### src/hw/rtl/gca_pkg.sv
// shared types and constants of the grouped cumulative aggregator
package gca_pkg;

    localparam int NUM_GROUPS_DEF  = 1024;
    localparam int VALUE_WIDTH_DEF = 64;

    localparam int DATA_W      = 64;
    localparam int GI_W        = 11;
    localparam int IN_TDATA_W  = 80;
    localparam int IN_TUSER_W  = 2;
    localparam int OUT_TDATA_W = 64;
    localparam int OUT_TUSER_W = 1;

    localparam int CFG_IDX_W  = 1;
    localparam int CFG_DATA_W = 2;

    localparam logic [CFG_IDX_W-1:0] CFG_IDX_OPERATION  = 1'd0;
    localparam logic [CFG_IDX_W-1:0] CFG_IDX_SKIP_NULLS = 1'd1;

    typedef enum logic [1:0] {
        OP_SUM  = 2'd0,
        OP_PROD = 2'd1,
        OP_MAX  = 2'd2,
        OP_MIN  = 2'd3
    } t_op;

    typedef enum logic [1:0] {
        MUL_LO_LO = 2'd0,
        MUL_LO_HI = 2'd1,
        MUL_HI_LO = 2'd2,
        MUL_FINAL = 2'd3
    } t_mul_step;

    typedef struct packed {
        logic      latch;
        logic      rd_en;
        logic      calc;
        logic      mul_en;
        t_mul_step mul_step;
        logic      load_out;
        logic      clr_en;
    } t_gca_cmd;

    typedef struct packed {
        logic in_clear;
        logic missing;
        logic is_prod;
        logic clr_last;
        logic out_free;
    } t_gca_stat;

endpackage

### src/hw/rtl/gca_ctrl.sv
// sequencing controller: clearing sweep, row read, compute, product steps, result hand-off
module gca_ctrl (
    input  logic               i_clk,
    input  logic               i_rst_n,
    input  logic               i_s_axis_tvalid,
    output logic               o_s_axis_tready,
    input  gca_pkg::t_gca_stat i_stat,
    output gca_pkg::t_gca_cmd  o_cmd
);
    import gca_pkg::*;

    typedef enum logic [8:0] {
        S_CLR  = 9'b000000001,
        S_IDLE = 9'b000000010,
        S_READ = 9'b000000100,
        S_CALC = 9'b000001000,
        S_MUL0 = 9'b000010000,
        S_MUL1 = 9'b000100000,
        S_MUL2 = 9'b001000000,
        S_MUL3 = 9'b010000000,
        S_DONE = 9'b100000000
    } t_state;

    t_state r_state, n_state;
    logic   w_accept;

    assign o_s_axis_tready = (r_state == S_IDLE);
    assign w_accept        = o_s_axis_tready && i_s_axis_tvalid;

    always_comb begin
        n_state        = r_state;
        o_cmd          = '0;
        o_cmd.mul_step = MUL_LO_LO;
        case (r_state)
            S_CLR: begin
                o_cmd.clr_en = 1'b1;
                if (i_stat.clr_last) begin
                    n_state = S_IDLE;
                end
            end
            S_IDLE: begin
                if (w_accept) begin
                    o_cmd.latch = 1'b1;
                    n_state = i_stat.in_clear ? S_CLR : S_READ;
                end
            end
            S_READ: begin
                o_cmd.rd_en = 1'b1;
                n_state = S_CALC;
            end
            S_CALC: begin
                o_cmd.calc = 1'b1;
                n_state = (i_stat.is_prod && !i_stat.missing) ? S_MUL0 : S_DONE;
            end
            S_MUL0: begin
                o_cmd.mul_en   = 1'b1;
                o_cmd.mul_step = MUL_LO_LO;
                n_state = S_MUL1;
            end
            S_MUL1: begin
                o_cmd.mul_en   = 1'b1;
                o_cmd.mul_step = MUL_LO_HI;
                n_state = S_MUL2;
            end
            S_MUL2: begin
                o_cmd.mul_en   = 1'b1;
                o_cmd.mul_step = MUL_HI_LO;
                n_state = S_MUL3;
            end
            S_MUL3: begin
                o_cmd.mul_en   = 1'b1;
                o_cmd.mul_step = MUL_FINAL;
                n_state = S_DONE;
            end
            S_DONE: begin
                if (i_stat.out_free) begin
                    o_cmd.load_out = 1'b1;
                    n_state = S_IDLE;
                end
            end
            default: begin
                n_state = S_CLR;
            end
        endcase
    end

    always_ff @(posedge i_clk) begin
        if (!i_rst_n) begin
            r_state <= S_CLR;
        end else begin
            r_state <= n_state;
        end
    end

endmodule

### config.mk
export PLATFORM = sky130hd
export DESIGN_NAME = gca_ctrl
export DESIGN_NICKNAME = d
export VERILOG_FILES = /design/src/hw/rtl/gca_pkg.sv /design/src/hw/rtl/gca_ctrl.sv
export SDC_FILE = /design/constraint.sdc
export NUM_CORES = 1
export LEC_CHECK = 0
export BUFFER_PORTS_ARGS = -buffer_cell sky130_fd_sc_hd__buf_2
export CORE_UTILIZATION = 40
export DETAILED_ROUTE_END_ITERATION = 16
export PLACE_DENSITY_LB_ADDON = 0.08
export SLEW_MARGIN = 20
export SYNTH_ARGS = -nofsm -noshare
export SYNTH_HDL_FRONTEND = slang
export SYNTH_SLANG_ARGS = --single-unit
### constraint.sdc
create_clock -name i_clk -period 4.3 [get_ports i_clk]
set_input_delay 0.86 -clock i_clk [delete_from_list [all_inputs] [get_ports i_clk]]
set_output_delay 0.86 -clock i_clk [all_outputs]
set_load 0.01 [all_outputs]
==> run_results.csv <==
group,metric,value,unit
job,drv_cap,0,
cts,htreeDepth,1,
synthesis,netlist_area,638,um^2
critical_path,worstPathRequired,3440,ps
pwr,ir_worst_vdd,217,uV
global_route,grt_overflow,0,
cts,clk_latency,260,ps
cts,clk_pin_slew,70,ps
cts,cts_buffers,3,
floorplanning,die_y,41.9,um
routing,vias_per_cell,5.39,
cts,cts_resized,0,
critical_path,crit_path_max_incr_delay,570,ps
sta,rsz0062_at_grt,"no",
floorplanning,rows,14,
placement,dp.final_hpwl,1060,um
placement,dp_cells,107,
global_route,track_usage,0.171,
sta,whs,524,ps
cts,cts.hold.buffers_added,0,
synthesis,synth_warnings,0,
routing,ant_nets,0,
cells_and_area,max_flop_register,"r_state",
critical_path,rrSetupSlack,2290,ps
sta,drv_slew,0,
routing,wl_per_cell,12.3,um
critical_path,start_kind,"flop",
cells_and_area,stdcell_count,111,
pwr,p_per_area,296,nW/um^2
cells_and_area,nets,104,
hold_path,hold_start,"r_state[4]$_SDFFE_PN0P_",
synthesis,syn_avg_cell_area,7.88,um^2
critical_path,crit_chain,"or2_1 > or4_4 > nor3_1 > buf_2",
critical_path,r2r_start,"r_state[5]$_SDFFE_PN0P_",
sta,slew_headroom,0.756,
hold_path,hold_path_class,"reg -> reg",
synthesis,synth.ff_latch_count,9,
floorplanning,core_region_area,1510,um^2
sta,clock.fmax,0.363,GHz
sta,postLayoutSetupSlackWorst,1540,ps
cells_and_area,regArea,180,um^2
sta,period_share,0.642,
global_route,grt_max_degree,9,
critical_path,worstPathArrival,1900,ps
critical_path,worstReg2RegEnd,"r_state[3]$_SDFFE_PN0P_",
critical_path,crit_fanout,8,
routing,first_pass_iters,4,
sta,tightest_slew,357,ps
sta,tns,0,ps
hold_path,min_path_cells,1,
pwr,leakage,0.332,nW
cells_and_area,syn_to_final_growth,12.7,%
cells_and_area,multiInputGateArea,398,um^2
cells_and_area,largest_register_ffs,9,
routing,via_count,598,
sta,fin_crit,2760,ps
cells_and_area,drive_gt1_frac,0.274,
cts,root_buffer,"clkbuf_4",
routing,wl,1370,um
sta,hold_viol_final,0,
pwr,power,213,uW
synthesis,syn-num-nets,89,
critical_path,cpMaxStageDelayCell,"or4_4",
critical_path,critPathKind,"reg -> out",
sta,setup_viol,0,
floorplanning,die_area,1760,um^2
cts,cts_tree,"built",
placement,dpl_worst_slack,1820,ps
cts,numClockSinks,9,
critical_path,end_kind,"output port",
cts,postCtsSetupRepairBufs,0,
status,status,"finished clean",
cts,clock_path_buffers,2,
global_route,grt_pass1_vias,517,
cells_and_area,reg.largest.list,"r_state x9",
placement,port_buffers,16,
critical_path,ff2ff_path_depth,5,
floorplanning,start_util,0.424,
cells_and_area,antenna_cells,0,
routing,drt_iter0_drc,12,
floorplanning,die_w,41.9,um
global_route,antenna_found_initial,0,
cells_and_area,num-fill-cells,151,
synthesis,synth_cells,81,
floorplanning,io-pin-count,17,
routing,drc,0,
sta,skew,2.91,ps
synthesis,ys_seq_area_frac,0.282,
placement,gp_congestion,0.835,
hold_path,hold_end,"r_state[6]$_SDFFE_PN0P_",
synthesis,synth_cell_types,31,
global_route,grt_pass1_wl,2280,um
==> metrics by stage <==
step,area [um^2],utilization
global placement,693,0.460
floorplan,638,-
global route,719,0.478
finish,719,0.478
detailed placement,693,0.460
CTS,719,0.478
==> area by class of cell <==
| cell class | instances | area share |
|---|---|---|
| Inverter | 4 | 0.0209 |
| Multi-Input combinational cell | 62 | 0.553 |
| Sequential cell | 9 | 0.250 |
| Tap cell | 16 | 0.0278 |
| Clock buffer | 4 | 0.0365 |
| Timing Repair Buffer | 16 | 0.111 |
==> cells in the mapped netlist <==
cell / count / area, um^2
or4_1: 1 / 7.51
or2_1: 1 / 6.26
xnor2_1: 1 / 8.76
and2_1: 1 / 6.26
or3_1: 3 / 18.8
or4_4: 1 / 11.3
nand3_1: 1 / 5.00
xor2_1: 2 / 17.5
nor3b_1: 2 / 15.0
nor2_1: 10 / 37.5
a211o_1: 1 / 8.76
nor4b_1: 1 / 8.76
nand2b_1: 4 / 25.0
o21ai_0: 3 / 15.0
a2111oi_0: 1 / 8.76
o31ai_4: 1 / 21.3
or2_2: 4 / 25.0
dfxtp_1: 9 / 180
nor3_2: 1 / 10.0
or4b_1: 1 / 10.0
clkbuf_1: 3 / 11.3
nand2_1: 1 / 3.75
a311o_1: 1 / 10.0
nor3_1: 4 / 20.0
and3_1: 3 / 18.8
a21oi_1: 4 / 20.0
nor4_1: 4 / 25.0
nor2b_1: 4 / 25.0
inv_1: 4 / 15.0
buf_6: 3 / 33.8
o31a_1: 1 / 8.76
==> cell families after synthesis <==
| family | Yosys count | synth area share |
|---|---|---|
| AO/OA/AOI/OAI | 12 | 0.145 |
| flip-flops | 9 | 0.282 |
| buffers and inverters | 10 | 0.0941 |
| AND/OR/NAND/NOR | 47 | 0.437 |
| XOR/XNOR | 3 | 0.0412 |
==> layout by cell type, fill, tap and decap left out, types with 2 or more instances in the layout <==
cell type	synthesis	routed
nand2b_1	4	4
and3_1	3	3
dfxtp_1	9	9
or3_1	3	3
nor2_1	10	10
o21ai_0	3	3
inv_1	4	4
or2_2	4	4
nor2b_1	4	4
clkbuf_4	0	3
a21oi_1	4	4
nor4_1	4	4
nor3_1	4	4
buf_2	0	16
xor2_1	2	2
nor3b_1	2	2
==> power by group <==
group / switching (mW) / internal [mW]
Clock: 0.0327 / 0.0358
Combinational: 0.0281 / 0.0224
Sequential: 0.00710 / 0.0872
Total: 0.0679 / 0.145
==> worst max-delay path by stage <==
stage	slack, ps	start	endpoint	cells after the start
after floorplan	1760	r_state[5]$_SDFFE_PN0P_	o_cmd[7]	6
after CTS	1530	r_state[5]$_SDFFE_PN0P_	o_cmd[7]	4
after detailed placement	1820	r_state[5]$_SDFFE_PN0P_	o_cmd[7]	4
after global placement	1840	r_state[7]$_SDFFE_PN0P_	o_cmd[7]	4
final	1540	r_state[5]$_SDFFE_PN0P_	o_cmd[7]	4
after global routing	1420	r_state[5]$_SDFFE_PN0P_	o_cmd[7]	4
==> layer usage <==
| metal | up-vias | routed length (um) | GRT usage |
|---|---|---|---|
| li1 | 315 | - | - |
| met3 | 0 | 62 | 0.0435 |
| met5 | - | 0 | 0 |
| met2 | 17 | 597 | 0.234 |
| met1 | 266 | 705 | 0.257 |
| met4 | 0 | 0 | 0.0581 |
==> critical path: cells and delay by family, from the launching register on <==
family | cells | cell delay, ps
buffers and inverters | 1 | 160
flip-flops | 1 | 370
AND/OR/NAND/NOR | 3 | 1110
Note: power is estimated with default switching activity, not from simulation.
